[src/rtl/core/u8wc_pkg.sv]
// types, constants and character class functions for the utf-8 word counter
package u8wc_pkg;

  localparam int OUT_BITS   = 32;
  localparam int CP_BITS    = 21;
  localparam int Q_DEPTH    = 4;
  localparam int Q_PTR_BITS = $clog2(Q_DEPTH);

  typedef logic [CP_BITS-1:0] code_point_t;

  typedef enum logic [1:0] {
    CLS_OTHER,
    CLS_WORD,
    CLS_APOS,
    CLS_SEP
  } char_class_t;

  typedef struct packed {
    char_class_t cls;
    logic        vowel;
    logic        consonant;
    logic        last;
  } char_event_t;

  function automatic logic is_ascii_letter(input code_point_t cp);
    return (cp >= 21'h41 && cp <= 21'h5A) || (cp >= 21'h61 && cp <= 21'h7A);
  endfunction

  function automatic logic is_vowel(input code_point_t cp);
    code_point_t lo;
    logic        v;
    lo = cp | 21'h20;
    unique case (cp)
      21'hE1, 21'hE0, 21'hE3, 21'hE2, 21'hC1, 21'hC0, 21'hC3, 21'hC2,
      21'hE9, 21'hE8, 21'hEA, 21'hC9, 21'hC8, 21'hCA,
      21'hED, 21'hEC, 21'hCD, 21'hCC,
      21'hF3, 21'hF2, 21'hF5, 21'hF4, 21'hD3, 21'hD2, 21'hD5, 21'hD4,
      21'hFA, 21'hF9, 21'hDA, 21'hD9: v = 1'b1;
      default: v = 1'b0;
    endcase
    if (is_ascii_letter(cp) && (lo == 21'h61 || lo == 21'h65 || lo == 21'h69 ||
                                lo == 21'h6F || lo == 21'h75)) begin
      v = 1'b1;
    end
    return v;
  endfunction

  function automatic logic is_consonant(input code_point_t cp);
    if (is_ascii_letter(cp)) begin
      return !is_vowel(cp);
    end
    return cp == 21'hE7 || cp == 21'hC7;
  endfunction

  function automatic char_class_t classify(input code_point_t cp);
    char_class_t c;
    unique case (cp)
      21'h27, 21'h2018, 21'h2019: c = CLS_APOS;
      21'h2D, 21'h22, 21'h20, 21'h09, 21'h0A, 21'h0D,
      21'h2E, 21'h3F, 21'h3B, 21'h3A, 21'h2C, 21'h21,
      21'h5B, 21'h5D, 21'h28, 21'h29,
      21'h2013, 21'h2026, 21'h201C, 21'h201D: c = CLS_SEP;
      default: c = CLS_OTHER;
    endcase
    if (is_ascii_letter(cp) || (cp >= 21'h30 && cp <= 21'h39) || cp == 21'h5F ||
        is_vowel(cp) || cp == 21'hE7 || cp == 21'hC7) begin
      c = CLS_WORD;
    end
    return c;
  endfunction

endpackage

[src/rtl/core/utf8_word_class_counter.sv]
// top level of the utf-8 word class counter
// Takes one byte of UTF-8 text per cycle and counts words, words that start
// with a vowel and words closed by a separator right after a consonant
// letter; the byte flagged end_of_text yields one result transfer with the
// three counts (clipped to 32 bits) and clears all counting state. The
// sustained rate is one byte per cycle: a byte is decoded and classified in
// the cycle it is taken and written into a 4-entry queue; the counters take
// it from the head of the queue, and the result register offers the result
// once the last byte is counted. The queue and the result
// register let input keep flowing while a result waits; input stalls only
// once the queue is full.
module utf8_word_class_counter import u8wc_pkg::*; #(
  parameter int COUNT_BITS = 32
) (
  input  logic                clk,
  input  logic                rst,
  input  logic                in_valid,
  output logic                in_stall,
  input  logic [7:0]          text_byte,
  input  logic                end_of_text,
  output logic                out_valid,
  input  logic                out_stall,
  output logic [OUT_BITS-1:0] word_total,
  output logic [OUT_BITS-1:0] vowel_start_words,
  output logic [OUT_BITS-1:0] consonant_end_words
);

  logic        q_full;
  logic        push;
  char_event_t push_event;
  logic        q_not_empty;
  logic        pop;
  char_event_t head;

  u8wc_front u_front (
    .clk        (clk),
    .rst        (rst),
    .in_valid   (in_valid),
    .in_stall   (in_stall),
    .text_byte  (text_byte),
    .end_of_text(end_of_text),
    .q_full     (q_full),
    .push       (push),
    .push_event (push_event)
  );

  u8wc_queue u_queue (
    .clk       (clk),
    .rst       (rst),
    .push      (push),
    .push_event(push_event),
    .full      (q_full),
    .pop       (pop),
    .not_empty (q_not_empty),
    .head      (head)
  );

  u8wc_back #(
    .COUNT_BITS(COUNT_BITS)
  ) u_back (
    .clk                (clk),
    .rst                (rst),
    .head_valid         (q_not_empty),
    .head               (head),
    .pop                (pop),
    .out_valid          (out_valid),
    .out_stall          (out_stall),
    .word_total         (word_total),
    .vowel_start_words  (vowel_start_words),
    .consonant_end_words(consonant_end_words)
  );

endmodule

[src/rtl/core/u8wc_front.sv]
// front end: takes bytes, assembles code points and classifies them
module u8wc_front import u8wc_pkg::*; (
  input  logic        clk,
  input  logic        rst,
  input  logic        in_valid,
  output logic        in_stall,
  input  logic [7:0]  text_byte,
  input  logic        end_of_text,
  input  logic        q_full,
  output logic        push,
  output char_event_t push_event
);

  code_point_t partial;
  code_point_t partial_next;
  logic [1:0]  pending;
  logic [1:0]  pending_next;
  code_point_t cp;
  logic        done;

  assign in_stall = q_full;
  assign push     = in_valid && !q_full;

  always_comb begin
    partial_next = partial;
    pending_next = pending;
    cp           = code_point_t'(text_byte);
    done         = 1'b0;
    priority if (pending != 2'd0) begin
      partial_next = {partial[CP_BITS-7:0], text_byte[5:0]};
      pending_next = pending - 2'd1;
      cp           = partial_next;
      done         = (pending == 2'd1);
    end else if (!text_byte[7]) begin
      done = 1'b1;
    end else if (text_byte[7:5] == 3'b110) begin
      partial_next = code_point_t'(text_byte[4:0]);
      pending_next = 2'd1;
    end else if (text_byte[7:4] == 4'b1110) begin
      partial_next = code_point_t'(text_byte[3:0]);
      pending_next = 2'd2;
    end else if (text_byte[7:3] == 5'b11110) begin
      partial_next = code_point_t'(text_byte[2:0]);
      pending_next = 2'd3;
    end else begin
      // stray continuation or invalid lead: one character of class other
      done = 1'b0;
    end
  end

  always_comb begin
    push_event.cls       = done ? classify(cp) : CLS_OTHER;
    push_event.vowel     = is_vowel(cp);
    push_event.consonant = is_consonant(cp);
    push_event.last      = end_of_text;
  end

  always_ff @(posedge clk) begin
    if (rst) begin
      partial <= '0;
      pending <= 2'd0;
    end else if (push) begin
      if (end_of_text) begin
        partial <= '0;
        pending <= 2'd0;
      end else begin
        partial <= partial_next;
        pending <= pending_next;
      end
    end
  end

endmodule

[src/rtl/core/u8wc_queue.sv]
// short queue of classified characters between front and back
module u8wc_queue import u8wc_pkg::*; (
  input  logic        clk,
  input  logic        rst,
  input  logic        push,
  input  char_event_t push_event,
  output logic        full,
  input  logic        pop,
  output logic        not_empty,
  output char_event_t head
);

  char_event_t             mem [Q_DEPTH];
  logic [Q_PTR_BITS-1:0]   wr_ptr;
  logic [Q_PTR_BITS-1:0]   rd_ptr;
  logic [Q_PTR_BITS:0]     count;

  assign full      = (count == (Q_PTR_BITS+1)'(Q_DEPTH));
  assign not_empty = (count != '0);
  assign head      = mem[rd_ptr];

  always_ff @(posedge clk) begin
    if (push) begin
      mem[wr_ptr] <= push_event;
    end
  end

  always_ff @(posedge clk) begin
    if (rst) begin
      wr_ptr <= '0;
      rd_ptr <= '0;
      count  <= '0;
    end else begin
      if (push) begin
        wr_ptr <= wr_ptr + 1'b1;
      end
      if (pop) begin
        rd_ptr <= rd_ptr + 1'b1;
      end
      unique case ({push, pop})
        2'b10:   count <= count + 1'b1;
        2'b01:   count <= count - 1'b1;
        default: count <= count;
      endcase
    end
  end

endmodule

[src/rtl/core/u8wc_back.sv]
// back end: word tracking, saturating counters and the result register
module u8wc_back import u8wc_pkg::*; #(
  parameter int COUNT_BITS = 32
) (
  input  logic                clk,
  input  logic                rst,
  input  logic                head_valid,
  input  char_event_t         head,
  output logic                pop,
  output logic                out_valid,
  input  logic                out_stall,
  output logic [OUT_BITS-1:0] word_total,
  output logic [OUT_BITS-1:0] vowel_start_words,
  output logic [OUT_BITS-1:0] consonant_end_words
);

  localparam int WIDE_BITS = (COUNT_BITS > OUT_BITS) ? COUNT_BITS : OUT_BITS;

  typedef logic [COUNT_BITS-1:0] count_t;

  logic   inside_word;
  logic   inside_word_next;
  logic   last_consonant;
  logic   last_consonant_next;
  count_t words;
  count_t words_next;
  count_t vowel_starts;
  count_t vowel_starts_next;
  count_t consonant_ends;
  count_t consonant_ends_next;

  function automatic count_t sat_inc(input count_t v);
    return (v == '1) ? v : v + 1'b1;
  endfunction

  function automatic logic [OUT_BITS-1:0] clip(input count_t v);
    logic [WIDE_BITS-1:0] w;
    logic [OUT_BITS-1:0]  r;
    w = WIDE_BITS'(v);
    if (w > WIDE_BITS'({OUT_BITS{1'b1}})) begin
      r = '1;
    end else begin
      r = OUT_BITS'(w);
    end
    return r;
  endfunction

  assign pop = head_valid && (!head.last || !out_valid || !out_stall);

  always_comb begin
    inside_word_next    = inside_word;
    last_consonant_next = last_consonant;
    words_next          = words;
    vowel_starts_next   = vowel_starts;
    consonant_ends_next = consonant_ends;
    priority if (!inside_word) begin
      if (head.cls == CLS_WORD) begin
        inside_word_next    = 1'b1;
        last_consonant_next = head.consonant;
        words_next          = sat_inc(words);
        if (head.vowel) begin
          vowel_starts_next = sat_inc(vowel_starts);
        end
      end
    end else if (head.cls == CLS_WORD || head.cls == CLS_APOS) begin
      last_consonant_next = (head.cls == CLS_WORD) && head.consonant;
    end else if (head.cls == CLS_SEP) begin
      if (last_consonant) begin
        consonant_ends_next = sat_inc(consonant_ends);
      end
      inside_word_next = 1'b0;
    end else begin
      // other characters leave the word open
      inside_word_next = inside_word;
    end
  end

  always_ff @(posedge clk) begin
    if (rst) begin
      inside_word    <= 1'b0;
      last_consonant <= 1'b0;
      words          <= '0;
      vowel_starts   <= '0;
      consonant_ends <= '0;
      out_valid      <= 1'b0;
    end else begin
      if (pop && head.last) begin
        out_valid <= 1'b1;
      end else if (out_valid && !out_stall) begin
        out_valid <= 1'b0;
      end
      if (pop) begin
        if (head.last) begin
          inside_word    <= 1'b0;
          last_consonant <= 1'b0;
          words          <= '0;
          vowel_starts   <= '0;
          consonant_ends <= '0;
        end else begin
          inside_word    <= inside_word_next;
          last_consonant <= last_consonant_next;
          words          <= words_next;
          vowel_starts   <= vowel_starts_next;
          consonant_ends <= consonant_ends_next;
        end
      end
    end
  end

  always_ff @(posedge clk) begin
    if (pop && head.last) begin
      word_total          <= clip(words_next);
      vowel_start_words   <= clip(vowel_starts_next);
      consonant_end_words <= clip(consonant_ends_next);
    end
  end

endmodule

[config.mk]
export PLATFORM = sky130hd
export DESIGN_NAME = utf8_word_class_counter
export DESIGN_NICKNAME = d
export VERILOG_FILES = /design/src/rtl/core/u8wc_pkg.sv /design/src/rtl/core/utf8_word_class_counter.sv /design/src/rtl/core/u8wc_front.sv /design/src/rtl/core/u8wc_queue.sv /design/src/rtl/core/u8wc_back.sv
export SDC_FILE = /design/constraint.sdc
export NUM_CORES = 1
export LEC_CHECK = 0
export BUFFER_PORTS_ARGS = -buffer_cell sky130_fd_sc_hd__buf_2
export CORE_ASPECT_RATIO = 2
export CORE_MARGIN = 2
export CORE_UTILIZATION = 38
export CTS_BUF_LIST = sky130_fd_sc_hd__clkbuf_8
export DETAILED_ROUTE_END_ITERATION = 7
export PLACE_DENSITY_LB_ADDON = 0.2
export SYNTH_ARGS = -nofsm -noshare
export SYNTH_HDL_FRONTEND = slang
export SYNTH_SLANG_ARGS = --single-unit
export TNS_END_PERCENT = 100
[constraint.sdc]
create_clock -name clk -period 8.35 [get_ports clk]
set_input_delay 0.835 -clock clk [delete_from_list [all_inputs] [get_ports clk]]
set_output_delay 0.835 -clock clk [all_outputs]
set_load 0.01 [all_outputs]
==> impl_metrics.ini, run 1 <==
[placement]
dp_slack_ns = 4.769
place.gp.congestion = 0.8555
place_inst = 1593
dp_hpwl_um = 20170
port_buffers = 110

[detailed_routing]
vias = 9300
dr.pass1.iters = 6
vias_per_cell = 5.596
wl_per_cell_um = 17.72
drt_iter0_markers = 501
post-route-drc-count = 0
routed_wl_um = 29460
ant_nets = 0

[global_routing]
grtUsageTotal = 0.1791
overflow = 0
grt_max_degree = 107
grt_pass1_wl_um = 46350
antenna_found_initial = 1
grt_pass1_vias = 8929

[worst_setup_path]
worst_setup_path_start_kind = flop
worstPathArrival_ns = 4.02
max_stage_delay_ns = 0.64
cp_slowest_cell = o31a_1
path_class = reg -> reg
crit_path_max_fanout = 19
cp.required_ns = 8.81
crit_chain = mux4_2 -> ha_1 -> and4_1 -> o31a_1 -> nand3_1 -> or4_1 -> o211ai_1
critPathCaptureType = flop

[power]
vdd_drop_max_mv = 0.2239
combinationalPowerShare = 0.272
power_density_nw_per_um2 = 257.9
p_int_mw = 2.200
p_leak_nw = 4.734
power_mw = 3.394
sw_frac_of_total = 0.3517
p_sw_mw = 1.194
seq_power_share = 0.463
clockPowerShare = 0.266

[floorplan]
die_w_um = 128.5
boundaryPins = 111
die_h_um = 253
rows = 91
start_util = 0.3832
core_sq_um = 30740
dieArea_sq_um = 32510

[timing]
maxSlewViolCount = 0
fin_skew_ns = 0.03353
finalHoldViolations = 0
max_slew_margin = 0.2354
fin_crit_sh = 0.4258
worst_pin_slew_ns = 1.147
setup_viol = 0
worst_slack_ns = 4.794
rsz0062_at_grt = false
tns_ns = 0
max_freq_ghz = 0.2812
finalCriticalPeriod_ns = 3.556
holdWs_ns = 0.4693

[clock_tree]
clkTransAtPathRegs_ns = 0.07
holdBufCountCts = 0
numCtsBuffers = 37
cts_resized = 0
cts_tree = yes
clock_tree.root_cell = clkbuf_8
cts.htree.levels = 2
postCtsSetupRepairBufs = 0
cts.sinks = 241
clk_latency_ns = 0.55
clockBufferDepth = 3

[run_status]
status = complete, no violations

[job]
maxCapViolations = 0

[hold_path]
hold_path_class = reg -> reg

[synthesis]
yosysSeqAreaShare = 0.5081
synth_commonest_cells = dfxtp_1, edfxtp_1, nand2_1
synth_top_area_frac = 0.2957
ys_ff_latch = 241
synth_edf_count = 116
ys_types = 74
yosysWarnings = 0
synthesis.area_sq_um = 11780
synth_top_cell_by_area = edfxtp_1
synthCells = 1186
syn_nets = 1210
syn_area_per_cell_sq_um = 9.933
ys.flop_type = dfxtp_1
synth_most_common_cell = dfxtp_1
synth_area_leaders = edfxtp_1, dfxtp_1, xnor2_1
async_flop_share = 0

[final_layout]
fin_cells = 1662
drive_gt1_frac = 0.1497
syn_to_final_growth_pct = 11.70
fill_cells = 3026
nNetsFinal = 1284
==> layout make-up <==
type	count	area, sq um	area share
Sequential cell	241	5986	0.4549
Clock inverter	29	118.9	0.009033
Multi-Input combinational cell	836	5338	0.4056
Inverter	25	93.84	0.007131
Tap cell	372	465.4	0.03537
Clock buffer	39	536.8	0.04079
Antenna cell	1	2.502	0.0001902
Timing Repair Buffer	119	618.1	0.04697
==> through the flow <==
step	utilization	cell area [sq um]
after floorplan	-	11780
after global placement	0.4066	12500
after detailed placement	0.4066	12500
after CTS	0.4280	13160
after global routing	0.4280	13160
final	0.4280	13160
==> worst paths after layout <==
path | end | slack, ns | startpoint | cells after the start
worst max-delay path | u_back.consonant_ends[20] | 4.79 | flop | 7
worst min-delay path | u_front.partial[4] | 0.47 | u_front.partial[4] | 2
worst max register to register | u_back.consonant_ends[20] | 4.79 | flop | 7
worst min register to register | u_front.partial[4] | 0.47 | u_front.partial[4] | 2
==> power groups by stage <==
stage | clock network, mW | registers (mW) | logic [mW]
after global routing | 0.985 | 1.59 | 1.03
final | 0.901 | 1.57 | 0.922
after CTS | 0.939 | 1.58 | 0.945
after floorplan | 0 | 1.67 | 0.552
after detailed placement | 0 | 1.60 | 0.941
after global placement | 0 | 1.60 | 0.931
==> metal layers <==
metal  up-vias  GRT usage  part of all wire
met4         0    0.07733             0.037
li1       4580          -                 -
met5         -          0                 0
met1      4466     0.1908              0.38
met2       193     0.3442              0.55
met3        61    0.02430             0.035
==> registers in the layout, summed over array words and instances (netlist names), 3 cells and up, named ones only <==
register and count:
u_back.consonant_end_words 32, u_back.consonant_ends 32, u_back.vowel_start_words 32, u_back.vowel_starts 32, u_back.word_total 32, u_back.words 32
u_front.partial 15, u_queue.count 3, u_queue.mem 20
==> layout by cell type (no fill, tap or decap), drive strengths merged, types with 12 or more instances in the layout <==
cell type and instances:
clkinv 16, nand3 46, buf 119, nand2 110, inv 37, and4 12
nor2 67, dfxtp 125, or3 16, nand4 36, and2 28, o31ai 37
xnor2 74, a31oi 68, edfxtp 116, xor2 25, nor4 14, nor3 20
o21ai 77, clkbuf 39, a21oi 48, and3 40
==> worst max-delay path: cells and delay by family (launching register included) <==
family          cells  cell delay (ns)
mux                 1             0.60
flops               1             0.51
compound gates      2             0.75
fa+ha+maj           1             0.32
simple gates        3             1.30
==> logic make-up (layout without fill, tap and decap cells) <==
| kind of cell | Yosys count | after routing | synth area share |
|---|---|---|---|
| DFF | 241 | 241 | 0.5081 |
| other | 0 | 1 | 0 |
| and+or+nand+nor | 424 | 424 | 0.1911 |
| buffers and inverters | 109 | 212 | 0.04057 |
| muxes | 8 | 8 | 0.01232 |
| adders and majority gates | 11 | 11 | 0.01232 |
| xor gates and xnor gates | 99 | 99 | 0.07361 |
| AOI/OAI and AO/OA | 294 | 294 | 0.1620 |
(Power assumes the default switching activity.)
==> run 2, diff against run 1 <==
- clock period: 8.35 -> 3.34 ns (I/O delays scaled with it)
==> impl_metrics.ini, run 2 (synthesized netlist as in run 1, its figures left out) <==
[detailed_routing]
wl_per_cell_um = 17.83
drt_iter0_markers = 476
ant_nets = 0
dr.pass1.iters = 5
routed_wl_um = 29950
post-route-drc-count = 0
vias = 9419
vias_per_cell = 5.607

[timing]
setup_viol = 0
maxSlewViolCount = 0
finalCriticalPeriod_ns = 3.136
finalHoldViolations = 0
worst_pin_slew_ns = 0.9468
fin_crit_sh = 0.9388
max_freq_ghz = 0.3189
worst_slack_ns = 0.2043
rsz0062_at_grt = true
fin_skew_ns = 0.01865
tns_ns = 0
max_slew_margin = 0.3688

[clock_tree]
clk_latency_ns = 0.55
clock_tree.root_cell = clkbuf_8
clkTransAtPathRegs_ns = 0.08
cts_resized = 0
holdBufCountCts = 0
postCtsSetupRepairBufs = 0
cts.htree.levels = 2
cts.sinks = 241
numCtsBuffers = 37
clockBufferDepth = 3
cts_tree = yes

[power]
seq_power_share = 0.433
combinationalPowerShare = 0.279
clockPowerShare = 0.288
vdd_drop_max_mv = 0.4754
p_int_mw = 5.952
power_mw = 9.049
p_sw_mw = 3.097
p_leak_nw = 4.881
sw_frac_of_total = 0.3422
power_density_nw_per_um2 = 671.7

[worst_setup_path]
cp.required_ns = 3.63
crit_top_cell = nand2_1
critPathBufInv = 1
crit_path_max_fanout = 8
worstPathArrival_ns = 3.42
cp_slowest_cell = mux4_2
path_delay_family = simple AND/OR/NAND/NOR gates
worst_setup_path_start_kind = flop
path_class = reg -> reg
max_stage_delay_ns = 0.55
critPathCaptureType = flop
crit_chain = mux4_2 -> inv_1 -> ha_1 -> nor2b_1 -> nand2_1 -> nor4_1 -> nand2_1 -> nor2_1 -> xor2_1

[hold_path]
hold_path_class = in -> reg

[placement]
place.gp.congestion = 0.8916
port_buffers = 110
place_inst = 1611
dp_hpwl_um = 20740
dp_slack_ns = 0.2059

[global_routing]
grt.busiest_layer = met2
grt_pass1_vias = 9187
grt_max_degree = 80
antenna_found_initial = 1
met1_usage = 0.1918
use_met2 = 0.3555
grtUsageTotal = 0.1832
met3_usage = 0.02430
grt_pass1_wl_um = 47640
overflow = 0

[job]
maxCapViolations = 0

[final_layout]
nNetsFinal = 1302
final_cell_mix = dfxtp_1, edfxtp_1, nand2_1, buf_2, o21ai_0
fill_cells = 3011
fin_cells = 1680
final_core_util = 0.4382
final_common_cell = dfxtp_1
syn_to_final_growth_pct = 14.35
drive_gt1_frac = 0.1645

[floorplan]
start_util = 0.3832
boundaryPins = 111
core_sq_um = 30740
rows = 91
dieArea_sq_um = 32510
die_w_um = 128.5
die_h_um = 253

[run_status]
status = complete, no violations
[run 2: cell type report]
cell class,count,area [sq um],area share
diodes,1,2.502,0.0001858
multi-input cells,836,5338,0.3962
inverters,25,93.84,0.006966
flip-flops and latches,241,5986,0.4444
clock inverters,26,191.4,0.01421
repair buffers,137,815.8,0.06056
well taps,372,465.4,0.03455
clock buffers,42,578.1,0.04291
[run 2: worst register-to-register path: cells and delay by family (launching register included)]
kind	cells	cell delay (ns)
mux	1	0.55
buf+inv	1	0.09
fa+ha+maj	1	0.21
xor+xnor	1	0.09
flops	1	0.45
simple gates	5	1.49
[run 2: per-layer routing]
metal | wire [um] | share of wire
met5 | 0 | 0
met4 | 889 | 0.030
met3 | 943 | 0.031
met2 | 16710 | 0.56
met1 | 11400 | 0.38
[run 2: worst paths after layout]
kind,from,end,slack [ns],cells after the start
hold reg to reg,u_back.last_consonant,u_back.last_consonant,0.47,2
hold / removal,out_stall,u_back.out_valid,0.08,3
setup reg to reg,flop,u_back.vowel_start_words[27],0.20,9
setup / recovery,flop,u_back.vowel_start_words[27],0.20,9
[run 2: per-stage QoR]
step	area [sq um]	hold WS, ns
2_1_floorplan	11780	0.4279
3_3_place_gp	12700	0.4489
3_5_place_dp	12700	0.4600
4_1_cts	13470	0.04698
5_1_grt	13470	0.07016
6_report	13470	0.07550
[run 2: power by group through the flow]
stage               clock [mW]  sequential (mW)  combinational (mW)
floorplan                    0             4.15                1.38
global placement             0             3.98                2.54
detailed placement           0             3.99                2.57
CTS                       2.70             3.93                2.58
global route              2.81             3.97                2.79
finish                    2.61             3.92                2.52
==> run 3, diff against run 2 <==
- CORE_UTILIZATION: 38 -> 35
- SLEW_MARGIN: default -> 40
==> impl_metrics.ini, run 3 (synthesized netlist as in run 1, its figures left out) <==
[hold_path]
min-delay-start = out_stall
worstHoldPathCells = 3
min_to = u_back.out_valid
hold_path_class = in -> reg

[timing]
maxSlewViolCount = 0
finalCriticalPeriod_ns = 3.113
fin_skew_ns = 0.02304
rsz0062_at_grt = false
tns_ns = 0
max_freq_ghz = 0.3212
worst_slack_ns = 0.2265
fin_crit_sh = 0.9322
setup_viol = 0
worst_pin_slew_ns = 0.7452
finalHoldViolations = 0
max_slew_margin = 0.5032

[power]
combinationalPowerShare = 0.281
sw_frac_of_total = 0.3356
seq_power_share = 0.425
p_leak_nw = 4.932
p_int_mw = 6.121
clockPowerShare = 0.294
p_sw_mw = 3.091
vdd_drop_max_mv = 0.2997
power_density_nw_per_um2 = 674.7

[clock_tree]
numCtsBuffers = 36
cts.htree.levels = 2
clock_tree.root_cell = clkbuf_8
holdBufCountCts = 0
cts_tree = yes
clk_latency_ns = 0.57
clockBufferDepth = 3
postCtsSetupRepairBufs = 0
clkTransAtPathRegs_ns = 0.07
cts.sinks = 241

[global_routing]
grtUsageTotal = 0.1706
overflow = 0
grt_pass1_wl_um = 48220
grt_max_degree = 62
antenna_found_initial = 1
grt_pass1_vias = 9198

[worst_setup_path]
max_stage_delay_ns = 0.59
path_class = reg -> reg
cp.depth = 8
crit_path_max_fanout = 5
path_delay_family = compound AO/OA/AOI/OAI gates
crit_chain = mux4_2 -> ha_1 -> and4_1 -> nand4_1 -> a311oi_1 -> nand3_1 -> xnor2_1 -> a22o_1
cp_slowest_cell = a311oi_1
cp.required_ns = 3.79
rrSetupSlack_ns = 0.23
worstReg2RegEnd = u_back.consonant_ends[15]
worst_setup_path_start_kind = flop
critPathCaptureType = flop
critPathBufInv = 0
worstPathArrival_ns = 3.57
r2r_cells = 8

[final_layout]
syn_to_final_growth_pct = 15.91
nNetsFinal = 1305
drive_gt1_frac = 0.1711
fill_cells = 3322
final_cell_mix = dfxtp_1, edfxtp_1, buf_2
finalInstanceArea_sq_um = 13650
final_common_cell = dfxtp_1

[floorplan]
rows = 95
boundaryPins = 111
start_util = 0.3527
dieArea_sq_um = 35230
die_w_um = 133.7
die_h_um = 263.5
core_sq_um = 33400

[detailed_routing]
ant_nets = 0
dr.pass1.iters = 5
post-route-drc-count = 0
vias_per_cell = 5.405
vias = 9438
wl_per_cell_um = 17.42
drt_iter0_markers = 493
routed_wl_um = 30410

[placement]
port_buffers = 110
place.gp.congestion = 0.8478
dpl_cell_area_sq_um = 12840
dp_slack_ns = 0.1955
dp_hpwl_um = 21330

[run_status]
status = complete, no violations

[job]
maxCapViolations = 0
[run 3: stage by stage]
stage / cells / util / total power [mW] / hold WS, ns
2_1_floorplan: 1186 / - / 5.527 / 0.4279
3_3_place_gp: 1679 / 0.3842 / 6.593 / 0.4418
3_5_place_dp: 1679 / 0.3844 / 6.622 / 0.4505
4_1_cts: 1745 / 0.4084 / 9.372 / 0.07200
5_1_grt: 1746 / 0.4088 / 9.726 / 0.1196
6_report: 1746 / 0.4088 / 9.213 / 0.09350
[run 3: cell type report]
class                   instances  area (sq um)  share of cell area
diodes                          1         2.502           0.0001833
clock buffers                  41         564.3             0.04133
clock inverters                25         237.7             0.01741
inverters                      25         93.84            0.006873
multi-input cells             836          5354              0.3921
flip-flops and latches        241          5986              0.4384
well taps                     436         545.5             0.03995
repair buffers                141         870.8             0.06378
[run 3: timing repair]
action                                  4_1_cts  5_1_grt
endpoints found under the setup margin        0        9
endpoints found under the hold margin         0        0
gates resized for setup                       0        2
[run 3: power by group through the flow]
stage | combinational [mW] | sequential [mW] | clock (mW)
6_report | 2.59 | 3.92 | 2.70
5_1_grt | 2.86 | 3.96 | 2.90
4_1_cts | 2.64 | 3.93 | 2.80
3_5_place_dp | 2.64 | 3.99 | 0
3_3_place_gp | 2.60 | 3.99 | 0
2_1_floorplan | 1.38 | 4.15 | 0
[run 3: how the worst max path moves through the flow]
stage                     from                       endpoint  slack, ns
final                     flop      u_back.consonant_ends[15]       0.23
after global routing      flop      u_back.consonant_ends[15]       0.02
after CTS                 flop        u_back.vowel_starts[25]       0.15
after detailed placement  flop   u_back.vowel_start_words[31]       0.20
after global placement    flop   u_back.vowel_start_words[27]       0.21
after floorplan           flop  u_back.consonant_end_words[0]       0.29
[run 3: metal layers]
metal / share of wire / track usage
met5: 0 / 0
met4: 0.039 / 0.07303
met3: 0.037 / 0.02426
met2: 0.56 / 0.3375
met1: 0.36 / 0.1724
[run 3: tightest hold or removal path: stages]
cell     delay [ns]
buf_2          0.13
a21oi_1        0.07
nor2_1         0.08
